--- config.mk ---
export PLATFORM = sky130hd
export DESIGN_NAME = length_framed_message_parser
export DESIGN_NICKNAME = d
export VERILOG_FILES = /design/src/lfmp_pkg.sv /design/src/length_framed_message_parser.sv /design/src/lfmp_core.sv
export SDC_FILE = /design/constraint.sdc
export NUM_CORES = 1
export LEC_CHECK = 0
export BUFFER_PORTS_ARGS = -buffer_cell sky130_fd_sc_hd__buf_4
export CORE_MARGIN = 2
export CORE_UTILIZATION = 46
export CTS_CLUSTER_DIAMETER = 60
export DETAILED_ROUTE_END_ITERATION = 6
export HOLD_SLACK_MARGIN = 0.02
export PLACE_DENSITY = 0.67
export SLEW_MARGIN = 20
export SYNTH_ARGS = -nofsm -noshare
export SYNTH_HDL_FRONTEND = slang
export SYNTH_SLANG_ARGS = --single-unit
export TNS_END_PERCENT = 1
--- constraint.sdc ---
create_clock -name aclk -period 3.8 [get_ports aclk]
set_clock_uncertainty 0.05 [all_clocks]
set_input_delay 0.76 -clock aclk [delete_from_list [all_inputs] [get_ports aclk]]
set_output_delay 0.76 -clock aclk [all_outputs]
set_load 0.005 [all_outputs]
--- src/lfmp_pkg.sv ---
// Shared types and constants for the length-framed message parser.
`default_nettype none
package lfmp_pkg;

    localparam int unsigned ByteW = 8;
    localparam int unsigned LenW  = 32;

    typedef enum logic [3:0] {
        PH_HEAD    = 4'd0,
        PH_SYNC    = 4'd1,
        PH_PLAT    = 4'd2,
        PH_RSVD    = 4'd3,
        PH_LEN0    = 4'd4,
        PH_LEN1    = 4'd5,
        PH_LEN2    = 4'd6,
        PH_LEN3    = 4'd7,
        PH_PAYLOAD = 4'd8,
        PH_CHECK   = 4'd9,
        PH_END     = 4'd10
    } phase_t;

    typedef enum logic {
        KIND_PAYLOAD = 1'b0,
        KIND_SUMMARY = 1'b1
    } kind_t;

    typedef struct packed {
        kind_t                 result_kind;
        logic [ByteW-1:0]      payload_byte;
        logic [ByteW-1:0]      frame_sync;
        logic [ByteW-1:0]      frame_platform;
        logic [LenW-1:0]       frame_length;
        logic                  checksum_ok;
        logic                  frame_last;
    } result_t;

endpackage
`default_nettype wire

--- src/length_framed_message_parser.sv ---
// Usage notes:
// Slave stream (s_*) takes one received frame byte per transfer in s_tdata.
// A frame is head, sync, platform, reserved, four length bytes (LSB first),
// payload, checksum and end byte. Master stream (m_*) carries results:
// m_tuser = 0 passes one payload byte, m_tuser = 1 is the frame summary
// (sync, platform, length, checksum match) and is flagged with m_tlast.
// Header, length and end bytes produce no transfer on the master side.
// Each result shows on m_* in the cycle after its byte is accepted.
// Throughput: one byte per cycle unless the receiver stalls; the phase
// machine and 8-bit sum step per byte; the output register holds results.
// s_tready stays high while the output register is empty or being drained,
// so a new byte is taken in the same cycle that the previous result leaves.
// When the receiver stalls, hold the pending result and stop taking input.
// Reset (aresetn low, synchronous) drops any pending result and returns
// the parser to waiting for a head byte with the running sum cleared.
`default_nettype none
module length_framed_message_parser (
    input  wire logic        aclk,
    input  wire logic        aresetn,
    input  wire logic        s_tvalid,
    output logic             s_tready,
    input  wire logic [7:0]  s_tdata,   // [7:0] rx_byte
    output logic             m_tvalid,
    input  wire logic        m_tready,
    // [7:0] payload_byte, [15:8] frame_sync, [23:16] frame_platform,
    // [55:24] frame_length, [56] checksum_ok, [63:57] zero
    output logic [63:0]      m_tdata,
    output logic [0:0]       m_tuser,   // [0] result_kind
    output logic             m_tlast    // frame_last
);

    logic               in_fire;
    logic               res_valid;
    lfmp_pkg::result_t  res;

    logic        m_valid_reg, m_valid_next;
    logic [63:0] m_data_reg;
    logic        m_user_reg;
    logic        m_last_reg;

    // Accept while the output slot is free or emptying this cycle
    assign s_tready = !m_valid_reg || m_tready;
    assign in_fire  = s_tvalid && s_tready;

    lfmp_core u_core (
        .aclk      (aclk),
        .aresetn   (aresetn),
        .in_fire   (in_fire),
        .in_byte   (s_tdata),
        .res_valid (res_valid),
        .res       (res)
    );

    always_comb begin
        m_valid_next = m_valid_reg;
        if (in_fire) begin
            m_valid_next = res_valid;
        end else if (m_tready) begin
            m_valid_next = 1'b0;
        end
    end

    always_ff @(posedge aclk) begin
        if (!aresetn) begin
            m_valid_reg <= 1'b0;
        end else begin
            m_valid_reg <= m_valid_next;
        end
    end

    // Load payload only on a transfer that yields a result
    always_ff @(posedge aclk) begin
        if (in_fire && res_valid) begin
            m_data_reg <= {7'd0, res.checksum_ok, res.frame_length,
                           res.frame_platform, res.frame_sync, res.payload_byte};
            m_user_reg <= res.result_kind;
            m_last_reg <= res.frame_last;
        end
    end

    assign m_tvalid   = m_valid_reg;
    assign m_tdata    = m_data_reg;
    assign m_tuser[0] = m_user_reg;
    assign m_tlast    = m_last_reg;

endmodule
`default_nettype wire

--- src/lfmp_core.sv ---
// Frame phase machine, running checksum and header capture.
`default_nettype none
module lfmp_core (
    input  wire logic                   aclk,
    input  wire logic                   aresetn,
    input  wire logic                   in_fire,
    input  wire logic [7:0]             in_byte,
    output logic                        res_valid,
    output lfmp_pkg::result_t           res
);

    lfmp_pkg::phase_t phase_reg, phase_next;
    logic [7:0]  sum_reg, sum_next;
    logic [7:0]  sync_reg, sync_next;
    logic [7:0]  plat_reg, plat_next;
    logic [31:0] len_reg, len_next;
    logic [31:0] left_reg, left_next;
    logic [31:0] left_dec;
    logic [31:0] len_merged;

    assign left_dec = left_reg - 32'd1;

    always_comb begin
        len_merged = len_reg;
        case (phase_reg)
            lfmp_pkg::PH_LEN0: len_merged[7:0]   = in_byte;
            lfmp_pkg::PH_LEN1: len_merged[15:8]  = in_byte;
            lfmp_pkg::PH_LEN2: len_merged[23:16] = in_byte;
            lfmp_pkg::PH_LEN3: len_merged[31:24] = in_byte;
            default:           len_merged = len_reg;
        endcase
    end

    // Next phase
    always_comb begin
        case (phase_reg)
            lfmp_pkg::PH_SYNC:    phase_next = lfmp_pkg::PH_PLAT;
            lfmp_pkg::PH_PLAT:    phase_next = lfmp_pkg::PH_RSVD;
            lfmp_pkg::PH_RSVD:    phase_next = lfmp_pkg::PH_LEN0;
            lfmp_pkg::PH_LEN0:    phase_next = lfmp_pkg::PH_LEN1;
            lfmp_pkg::PH_LEN1:    phase_next = lfmp_pkg::PH_LEN2;
            lfmp_pkg::PH_LEN2:    phase_next = lfmp_pkg::PH_LEN3;
            lfmp_pkg::PH_LEN3:    phase_next = (len_merged == '0) ? lfmp_pkg::PH_CHECK
                                                                  : lfmp_pkg::PH_PAYLOAD;
            lfmp_pkg::PH_PAYLOAD: phase_next = (left_dec == '0) ? lfmp_pkg::PH_CHECK
                                                                : lfmp_pkg::PH_PAYLOAD;
            lfmp_pkg::PH_CHECK:   phase_next = lfmp_pkg::PH_END;
            lfmp_pkg::PH_END:     phase_next = lfmp_pkg::PH_HEAD;
            default:              phase_next = lfmp_pkg::PH_SYNC;
        endcase
    end

    // Datapath updates and result
    always_comb begin
        sum_next  = sum_reg;
        sync_next = sync_reg;
        plat_next = plat_reg;
        len_next  = len_reg;
        left_next = left_reg;
        res_valid = 1'b0;
        res       = '0;
        case (phase_reg)
            lfmp_pkg::PH_SYNC: begin
                sum_next  = sum_reg + in_byte;
                sync_next = in_byte;
            end
            lfmp_pkg::PH_PLAT: begin
                sum_next  = sum_reg + in_byte;
                plat_next = in_byte;
            end
            lfmp_pkg::PH_RSVD: begin
                sum_next = sum_reg + in_byte;
                len_next = '0;
            end
            lfmp_pkg::PH_LEN0, lfmp_pkg::PH_LEN1, lfmp_pkg::PH_LEN2: begin
                sum_next = sum_reg + in_byte;
                len_next = len_merged;
            end
            lfmp_pkg::PH_LEN3: begin
                sum_next  = sum_reg + in_byte;
                len_next  = len_merged;
                left_next = len_merged;
            end
            lfmp_pkg::PH_PAYLOAD: begin
                sum_next         = sum_reg + in_byte;
                left_next        = left_dec;
                res_valid        = 1'b1;
                res.result_kind  = lfmp_pkg::KIND_PAYLOAD;
                res.payload_byte = in_byte;
            end
            lfmp_pkg::PH_CHECK: begin
                res_valid          = 1'b1;
                res.result_kind    = lfmp_pkg::KIND_SUMMARY;
                res.frame_sync     = sync_reg;
                res.frame_platform = plat_reg;
                res.frame_length   = len_reg;
                // byte matches the negated sum exactly when the two add to zero
                res.checksum_ok    = ((sum_reg + in_byte) == 8'd0);
                res.frame_last     = 1'b1;
            end
            lfmp_pkg::PH_END: begin
                sum_next = sum_reg;
            end
            default: begin
                sum_next  = in_byte;
                sync_next = '0;
                plat_next = '0;
                len_next  = '0;
                left_next = '0;
            end
        endcase
    end

    always_ff @(posedge aclk) begin
        if (!aresetn) begin
            phase_reg <= lfmp_pkg::PH_HEAD;
            sum_reg   <= '0;
            sync_reg  <= '0;
            plat_reg  <= '0;
            len_reg   <= '0;
            left_reg  <= '0;
        end else if (in_fire) begin
            phase_reg <= phase_next;
            sum_reg   <= sum_next;
            sync_reg  <= sync_next;
            plat_reg  <= plat_next;
            len_reg   <= len_next;
            left_reg  <= left_next;
        end
    end

endmodule
`default_nettype wire

Word level (Yosys, flattened, before mapping) --
Index checks and enable logic that the tools add are counted.
Operators by class: reductions and logical operators 21, eq/ne operators 10, muxes and demuxes 17, add/sub/neg operators 2, bitwise logic cells 5
Operators by type and width (count):
- 32-bit case mux with 3 select lines | 1
- 32-bit zero test | 2
- 32-bit case mux with 2 select lines | 1
- 8-bit case mux with 2 select lines | 3
- 4-bit case mux with 10 select lines | 1
- 8-bit 2-to-1 mux | 4
- 32-bit by 1-bit subtractor with 32-bit output (second input constant) | 1
- 9-bit OR reduction | 2
- 4-bit by 3-bit equality test with 1-bit output (second input constant) | 4
- 8-bit OR reduction | 2
- 4-bit equality test (second input constant) | 3
- 2-bit AND reduction | 5
- 8-bit adder | 1
- 4-bit by 2-bit equality test with 1-bit output (second input constant) | 2
- 8-bit zero test | 1
- 1-bit 2-to-1 mux | 7
- 1-bit inverter | 5
- 5-bit OR reduction | 1
- 4-bit by 1-bit equality test with 1-bit output (second input constant) | 1
- 2-bit OR reduction | 2
- 4-bit OR reduction | 1
- 1-bit logical AND | 2
- 2-bit nonzero test | 1
- 1-bit zero test | 1
- 1-bit logical OR | 1
Word-level totals: input port bits 12, flip-flop bits (word level) 152, output and inout bits 68

Logic depth before layout (Yosys ltp) --
Gate-level depths: netlist (run 1).
depth in word-level cells 5, gate-level depth with buffers 10, mapped depth without buffers 9

Hierarchy --
From an unflattened synthesis (run 1), not the netlist that was laid out.
Second synthesis, totals: cells, all modules 835, area, all modules 7828.8 um^2
By module, submodules not included:
- lfmp_core | instances 1, cells an instance 762, area each 5929.4 um^2, seq. area each 1841.8 um^2
- length_framed_message_parser | instances 1, cells an instance 73, area each 1899.3 um^2, seq. area each 1791.7 um^2

Worst setup path before layout (run 1) --
Ideal clock, no wire load.
kind input port to flip-flop, start input port m_tready, end register m_data_reg[0] (netlist: m_tdata[0]), enable pin, arrival 3576 ps, stages 3, path slack -300 ps, required time 3276 ps, setup time 474 ps, path buffers 0, cell sequence nand2b_1 -> nand2_1 -> nor2_1
Between the ends: word-level cells in the longest chain between the ends 3
RTL lines:
- start, declared | RTL line length_framed_message_parser.sv:24 | input wire logic m_tready,
- 1-bit logical OR | RTL line length_framed_message_parser.sv:42 | assign s_tready = !m_valid_reg || m_tready;
- 1-bit logical AND | RTL line length_framed_message_parser.sv:43 | assign in_fire = s_tvalid && s_tready;
- 1-bit logical AND | RTL line length_framed_message_parser.sv:73 | if (in_fire && res_valid) begin
- end signal, assigned | RTL line length_framed_message_parser.sv:74 | m_data_reg <= {7'd0, res.checksum_ok, res.frame_length,
- end, declared | RTL line length_framed_message_parser.sv:37 | logic [63:0] m_data_reg;
Every way passes these cells. A chain may end at the register's enable or synchronous reset.

Final worst setup path (run 1) --
start register u_core.left_reg[1], end register u_core.phase_reg[0]
Between the ends: word-level cells in the longest chain between the ends 4
RTL lines:
- start, declared | RTL line lfmp_core.sv:17 | logic [31:0] left_reg, left_next;
- start signal, assigned | RTL line lfmp_core.sv:128 | left_reg <= left_next;
- 32-bit by 1-bit subtractor with 32-bit output | RTL line lfmp_core.sv:21 | assign left_dec = left_reg - 32'd1;
- 32-bit zero test | RTL line lfmp_core.sv:45 | lfmp_pkg::PH_PAYLOAD: phase_next = (left_dec == '0) ? lfmp_pkg::PH_CHECK
- 1-bit 2-to-1 mux | RTL line lfmp_core.sv:45
- 4-bit case mux with 10 select lines | RTL line lfmp_core.sv:36 | case (phase_reg)
- end signal, assigned | RTL line lfmp_core.sv:116 | phase_reg <= lfmp_pkg::PH_HEAD;
- end signal, assigned | RTL line lfmp_core.sv:123 | phase_reg <= phase_next;
- end, declared | RTL line lfmp_core.sv:12 | lfmp_pkg::phase_t phase_reg, phase_next;
Every way passes these cells.

==> results of run 1 <==
==> per-layer routing <==
layer,wire [um],vias to the layer above
met5,0,-
met2,8910,271
met4,375,0
li1,-,3011
met3,1510,29
met1,8380,3053
==> Yosys cell counts, drive strengths merged, types with 9 or more instances <==
cell type / n / share of area [%]
a21oi: 62 / 4.2
xnor2: 12 / 1.4
nor3: 31 / 2.5
clkbuf: 52 / 2.6
dfxtp: 93 / 25
xor2: 10 / 1.2
nand2: 46 / 2.4
and3: 10 / 0.84
edfxtp: 58 / 23
buf: 14 / 1.3
and2: 60 / 5.1
a211oi: 9 / 0.91
nor2: 119 / 6.0
o21ai: 38 / 2.6
nand3: 17 / 1.1
nor4: 11 / 1.1
a22oi: 39 / 3.9
ha: 9 / 1.5
inv: 10 / 0.51
==> area by class of cell <==
class / count / area [um2]
clock buffers: 18 / 439
clock inverters: 14 / 174
fillers: 1413 / 7140
inverters: 10 / 37.5
multi-input cells: 589 / 3540
flip-flops and latches: 151 / 3600
well taps: 216 / 270
repair buffers: 83 / 623
==> critical path: stages, from the launching register on <==
cell and delay, ns:
dfxtp_1 0.34, inv_1 0.11, ha_1 0.30, nor4b_2 0.55
nand4_1 0.17, buf_4 0.22, or2_1 0.29, nor2_1 0.14
xor2_1 0.10, or3_1 0.39, o41ai_2 0.19
==> final timing paths <==
path                      startpoint                  end  slack (ns)  cells after the start
setup / recovery  u_core.left_reg[1]  u_core.phase_reg[0]        0.86                     10
hold / removal    u_core.plat_reg[7]   u_core.plat_reg[7]        0.41                      2
setup reg to reg  u_core.left_reg[1]  u_core.phase_reg[0]        0.86                     10
hold reg to reg   u_core.plat_reg[7]   u_core.plat_reg[7]        0.41                      2
==> stage by stage <==
step	total power, W	worst slack [ns]	hold WS, ns
final	0.00408	0.863	0.408
after global placement	0.00234	0.857	0.388
after CTS	0.00409	0.883	0.407
after detailed placement	0.00236	0.805	0.398
after floorplan	0.00222	0.665	0.377
after global routing	0.00423	0.641	0.420
==> power by group through the flow <==
stage	clock network, W	registers, W	logic, W
floorplan	0	0.00176	0.000462
global placement	0	0.00178	0.000563
detailed placement	0	0.00178	0.000577
CTS	0.00176	0.00175	0.000580
global route	0.00182	0.00175	0.000648
finish	0.00174	0.00175	0.000588
==> logic make-up after synthesis <==
group           after synthesis  share of synthesized area, %
fa+ha+maj                    10                          1.78
xor+xnor                     22                          2.59
simple gates                337                          23.5
buf+inv                      76                          4.39
mux                           8                          1.08
other cells                   1                        0.0505
compound gates              205                          18.1
flops                       151                          48.5
==> flow_metrics.py, run 1 <==
metrics = {
    "logic_synthesis": {
        "synth.avg_cell_area_um2": 9.17,
        "ys_async_sr_fraction_pct": 0,
        "ys_ff_latch": 151,
        "syn_inst": 810,
        "synth-warning-count": 0,
        "ys_types": 71,
        "seq_area_frac_synth_pct": 48.5,
        "synth_top_flop_cell": "dfxtp_1",
        "synth-edff-count": 58,
        "synth_area_mm2": 0.00743,
    },
    "route": {
        "drt_iter0_markers": 563,
        "drt_pass1_iterations": 5,
        "antenna_left": 0,
        "via_count": 6364,
        "vias_per_cell": 5.89,
        "drc": 0,
        "wl_mm": 19.2,
        "drt-wirelength-per-cell_um": 17.7,
    },
    "place": {
        "placed_area_mm2": 0.00808,
        "portBuffers": 72,
        "dp_hpwl_mm": 12.6,
        "gp_congestion": 0.964,
        "dp.cells": 1049,
    },
    "sta": {
        "fin_crit_sh_pct": 77.3,
        "hold_viol_final": 0,
        "setup_viol": 0,
        "fin_setup_tns_ns": 0,
        "max_slew_margin_pct": 31.2,
        "rsz0062_at_grt": "false",
        "tightest_slew_ns": 1.03,
        "finalCriticalPeriod_ns": 2.94,
        "drv_slew": 0,
        "fmax_mhz": 340,
    },
    "global_routing": {
        "grt_max_degree": 87,
        "antenna_found_initial": 0,
        "grt-ovfl-total": 0,
        "grt_pass1_vias": 6072,
        "grt_pass1_wl_mm": 31.9,
        "grt_use_met1_pct": 31.1,
        "grt_use_met3_pct": 4.75,
        "grt_usage_pct": 22.7,
        "grtUsageMet2_pct": 35.6,
        "grt_most_used_layer": "met2",
    },
    "floorplanning": {
        "dieArea_mm2": 0.0172,
        "io_pins": 80,
        "core_area_mm2": 0.0158,
        "chipHeight_um": 131,
        "num_rows": 46,
        "start_util_pct": 46.9,
        "die_w_um": 131,
    },
    "critical_path": {
        "critPathMaxFanout": 11,
        "crit_type": "flop to flop",
        "required_ns": 4.08,
        "crit_path_start_kind": "flop",
        "crit_path_end_kind": "flop",
        "critPathArrivalTime_ns": 3.22,
    },
    "job": {
        "maxCapViolations": 0,
    },
    "clock_network": {
        "cts_resized": 0,
        "postCtsSetupRepairBufs": 0,
        "cts_buffer_depth": 2,
        "cts_hold_buf": 0,
        "clkLatencyLatePin_ns": 0.43,
        "clock_sinks": 151,
        "cts-root-buf": "clkbuf_16",
        "cts_tree": "built",
        "clk_pin_slew_ns": 0.06,
        "htree_levels": 4,
        "cts_buffers": 17,
    },
    "power_and_ir_drop": {
        "p_per_area_mw_per_mm2": 469,
        "p_leak_nw": 3.28,
        "p_int_w": 0.00297,
        "clock_power_share_pct": 42.7,
        "pwr-share-seq_pct": 42.9,
        "irDropWorstVdd_uv": 312,
        "p_sw_w": 0.00111,
        "p_sw_share_pct": 27.2,
        "p_comb_share_pct": 14.4,
    },
    "layout": {
        "layout-drive-gt1-share_pct": 15.5,
        "instances_no_fill": 1081,
        "layout.nets": 874,
        "largest_register_ff_count": 57,
        "final_common_cell": "nor2_1",
        "antenna-diode-count": 0,
        "final_cell_mix": "115 x nor2_1, 93 x dfxtp_1, 83 x buf_4",
        "final_area_mm2": 0.00869,
        "final_util_pct": 54.9,
        "area_growth_pct": 16.9,
    },
    "worst_hold_path": {
        "hp-class": "flop to flop",
    },
    "outcome": {
        "status": "finished clean",
    },
}
(Power assumes the default switching activity.)
==> run 2: changes to the inputs <==
--- a/config.mk
+++ b/config.mk
@@ -5,6 +5,7 @@
 export SDC_FILE = /design/constraint.sdc
 export NUM_CORES = 1
 export LEC_CHECK = 0
+export ABC_AREA = 1
 export BUFFER_PORTS_ARGS = -buffer_cell sky130_fd_sc_hd__buf_4
 export CORE_MARGIN = 2
 export CORE_UTILIZATION = 46
==> constraint.sdc (replaced) <==
create_clock -name aclk -period 2.7 [get_ports aclk]
set_clock_uncertainty 0.05 [all_clocks]
set_input_delay 0.54 -clock aclk [delete_from_list [all_inputs] [get_ports aclk]]
set_output_delay 0.54 -clock aclk [all_outputs]
set_load 0.005 [all_outputs]
==> flow_metrics.py, run 2 <==
metrics = {
    "power_and_ir_drop": {
        "p_per_area_mw_per_mm2": 685,
        "pwr-share-seq_pct": 41.1,
        "p_comb_share_pct": 19.4,
        "p_leak_nw": 3.82,
        "clock_power_share_pct": 39.5,
        "p_int_w": 0.00426,
        "p_sw_share_pct": 31.6,
        "p_sw_w": 0.00197,
        "irDropWorstVdd_uv": 489,
    },
    "floorplanning": {
        "io_pins": 80,
        "start_util_pct": 46.8,
        "core_area_mm2": 0.0165,
        "num_rows": 47,
        "chipHeight_um": 134,
        "die_w_um": 134,
        "dieArea_mm2": 0.0179,
    },
    "logic_synthesis": {
        "synth_area_leader_cell": "dfxtp_1",
        "seq_area_frac_synth_pct": 46.6,
        "synth_top_area_share_pct": 24.1,
        "synth_area_mm2": 0.00773,
        "ys_ff_latch": 151,
        "synth.avg_cell_area_um2": 7.59,
        "synthTopCellsByArea": "dfxtp_1 24%, edfxtp_1 23%, nand2_1 8.7%",
        "ys_async_sr_fraction_pct": 0,
        "synth_top_flop_cell": "dfxtp_1",
        "synth_most_common_cell": "nand2_1",
        "ys_types": 42,
        "synth-warning-count": 0,
        "synth-edff-count": 58,
        "syn_inst": 1018,
        "synth_common_cells": "180 x nand2_1, 168 x nor2_1, 117 x inv_1",
    },
    "route": {
        "drt_iter0_markers": 669,
        "drt-wirelength-per-cell_um": 15.7,
        "via_count": 7051,
        "drt_pass1_iterations": 5,
        "vias_per_cell": 5.36,
        "antenna_left": 0,
        "drc": 0,
        "wl_mm": 20.6,
    },
    "worst_hold_path": {
        "holdPathEnd": "m_tvalid",
        "min_from": "m_tready",
        "hp-class": "input pin to flop",
        "hold_depth": 4,
    },
    "critical_path": {
        "critPathArrivalTime_ns": 2.67,
        "path_delay_family": "simple AND/OR/NAND/NOR gates",
        "cpPeakStageDelay_ns": 0.56,
        "critPathMaxFanout": 17,
        "crit_path_end_kind": "flop",
        "r2r-start": "u_core.phase_reg[0]",
        "required_ns": 3.02,
        "timing.rr.end": "u_core.phase_reg[0]",
        "path_buf_inv": 1,
        "crit_path_start_kind": "flop",
        "cp_slowest_cell": "dfxtp_1",
        "rrSetupSlack_ns": 0.35,
        "crit_type": "flop to flop",
        "path_cells": "inv_1 -> nor2_1 -> nand2_2 -> o21ai_0 -> nand2_1 -> nor3_1 -> nand2_1 -> nor2_1 -> a21oi_1 -> a21oi_1",
        "worst-r2r-cell-count": 10,
    },
    "sta": {
        "fin_setup_tns_ns": 0,
        "drv_slew": 0,
        "fin_crit_sh_pct": 87.2,
        "finalCriticalPeriod_ns": 2.35,
        "rsz0062_at_grt": "false",
        "tightest_slew_ns": 0.727,
        "max_slew_margin_pct": 51.5,
        "holdWs_ns": 0.379,
        "fmax_mhz": 425,
        "hold_viol_final": 0,
        "setup_viol": 0,
    },
    "clock_network": {
        "htree_levels": 4,
        "cts_buffer_depth": 2,
        "cts-root-buf": "clkbuf_16",
        "clkLatencyLatePin_ns": 0.44,
        "cts_resized": 0,
        "cts_buffers": 17,
        "cts_hold_buf": 0,
        "cts_tree": "built",
        "clk_pin_slew_ns": 0.07,
        "clock_sinks": 151,
        "postCtsSetupRepairBufs": 0,
    },
    "layout": {
        "largest_register_ff_count": 57,
        "seq_area_mm2": 0.00360,
        "instances_no_fill": 1315,
        "final_common_cell": "nand2_1",
        "antenna-diode-count": 0,
        "area_growth_pct": 17.7,
        "final_util_pct": 55.0,
        "layout-drive-gt1-share_pct": 14.2,
        "final_cell_mix": "178 x nand2_1, 168 x nor2_1, 116 x inv_1",
        "fill_cells": 1544,
        "layout.nets": 1104,
        "multi_input_area_mm2": 0.00343,
    },
    "job": {
        "maxCapViolations": 0,
    },
    "global_routing": {
        "grt_pass1_vias": 6711,
        "antenna_found_initial": 0,
        "grt-ovfl-total": 0,
        "grt_pass1_wl_mm": 33.6,
        "grt_usage_pct": 24.0,
        "grt_max_degree": 49,
    },
    "place": {
        "dp.cells": 1283,
        "portBuffers": 72,
        "dp_hpwl_mm": 14.5,
        "gp_congestion": 0.935,
    },
    "outcome": {
        "status": "finished clean",
    },
}
==> run 2: changes by cell type in the layout (fill, tap and decap cells not counted), moves of 35 or more <==
| cell | change |
|---|---|
| nor2_1 | +53 |
| inv_1 | +107 |
| and2_1 | -58 |
| o21ai_0 | +35 |
| nand2_1 | +133 |
| a22oi_1 | -39 |
==> run 2: area by class of cell <==
type | instances | share of cell area (%)
sequential | 151 | 39.6
multi-input combinational | 691 | 37.7
timing repair buffer | 91 | 7.65
inverter | 130 | 5.36
clock buffer | 17 | 4.68
tap | 220 | 3.03
clock inverter | 15 | 1.97
==> run 2: kinds of logic after synthesis <==
group,synth area share [%]
buf+inv,9.63
other cells,0.0485
xor+xnor,1.70
fa+ha+maj,1.72
simple gates,23.1
compound gates,17.2
flops,46.6
==> run 2: worst register-to-register path, stage by stage (launching register included) <==
cell and delay (ns):
dfxtp_1 0.56, inv_1 0.13, nor2_1 0.23, nand2_2 0.25, o21ai_0 0.42, nand2_1 0.09
nor3_1 0.18, nand2_1 0.07, nor2_1 0.10, a21oi_1 0.07, a21oi_1 0.14
==> run 2: worst max-delay path by stage <==
stage                              from                   to  slack (ns)  cells after the start
floorplan                      m_tready           m_tdata[0]       0.009                      4
global placement             s_tdata[0]          m_tdata[56]        0.33                     11
detailed placement           s_tdata[0]          m_tdata[56]        0.29                     11
CTS                 u_core.phase_reg[0]  u_core.phase_reg[0]        0.40                     10
global route         u_core.left_reg[0]  u_core.phase_reg[0]        0.09                     14
finish              u_core.phase_reg[0]  u_core.phase_reg[0]        0.35                     10
==> run 2: through the flow <==
step	instance area [um2]	power, W	setup slack [ns]
after global placement	8490	0.00379	0.333
after CTS	9100	0.00625	0.402
after global routing	9100	0.00656	0.0869
after detailed placement	8490	0.00380	0.294
after floorplan	7770	0.00349	0.00927
final	9100	0.00623	0.347
==> run 2: metal layers <==
metal	wire length, um	up-vias	global-route usage [%]	part of all wire (%)
met4	883	0	13.2	4.3
met3	1300	54	4.91	6.3
li1	-	3503	-	-
met1	8990	3241	31.0	44
met5	0	-	0	0
met2	9420	253	37.6	46
==> run 2: power groups by stage <==
stage	clock [W]	combinational, W	sequential, W
4_1_cts	0.00249	0.00120	0.00256
5_1_grt	0.00261	0.00137	0.00258
3_3_place_gp	0	0.00118	0.00261
2_1_floorplan	0	0.000906	0.00258
3_5_place_dp	0	0.00119	0.00261
6_report	0.00246	0.00121	0.00256
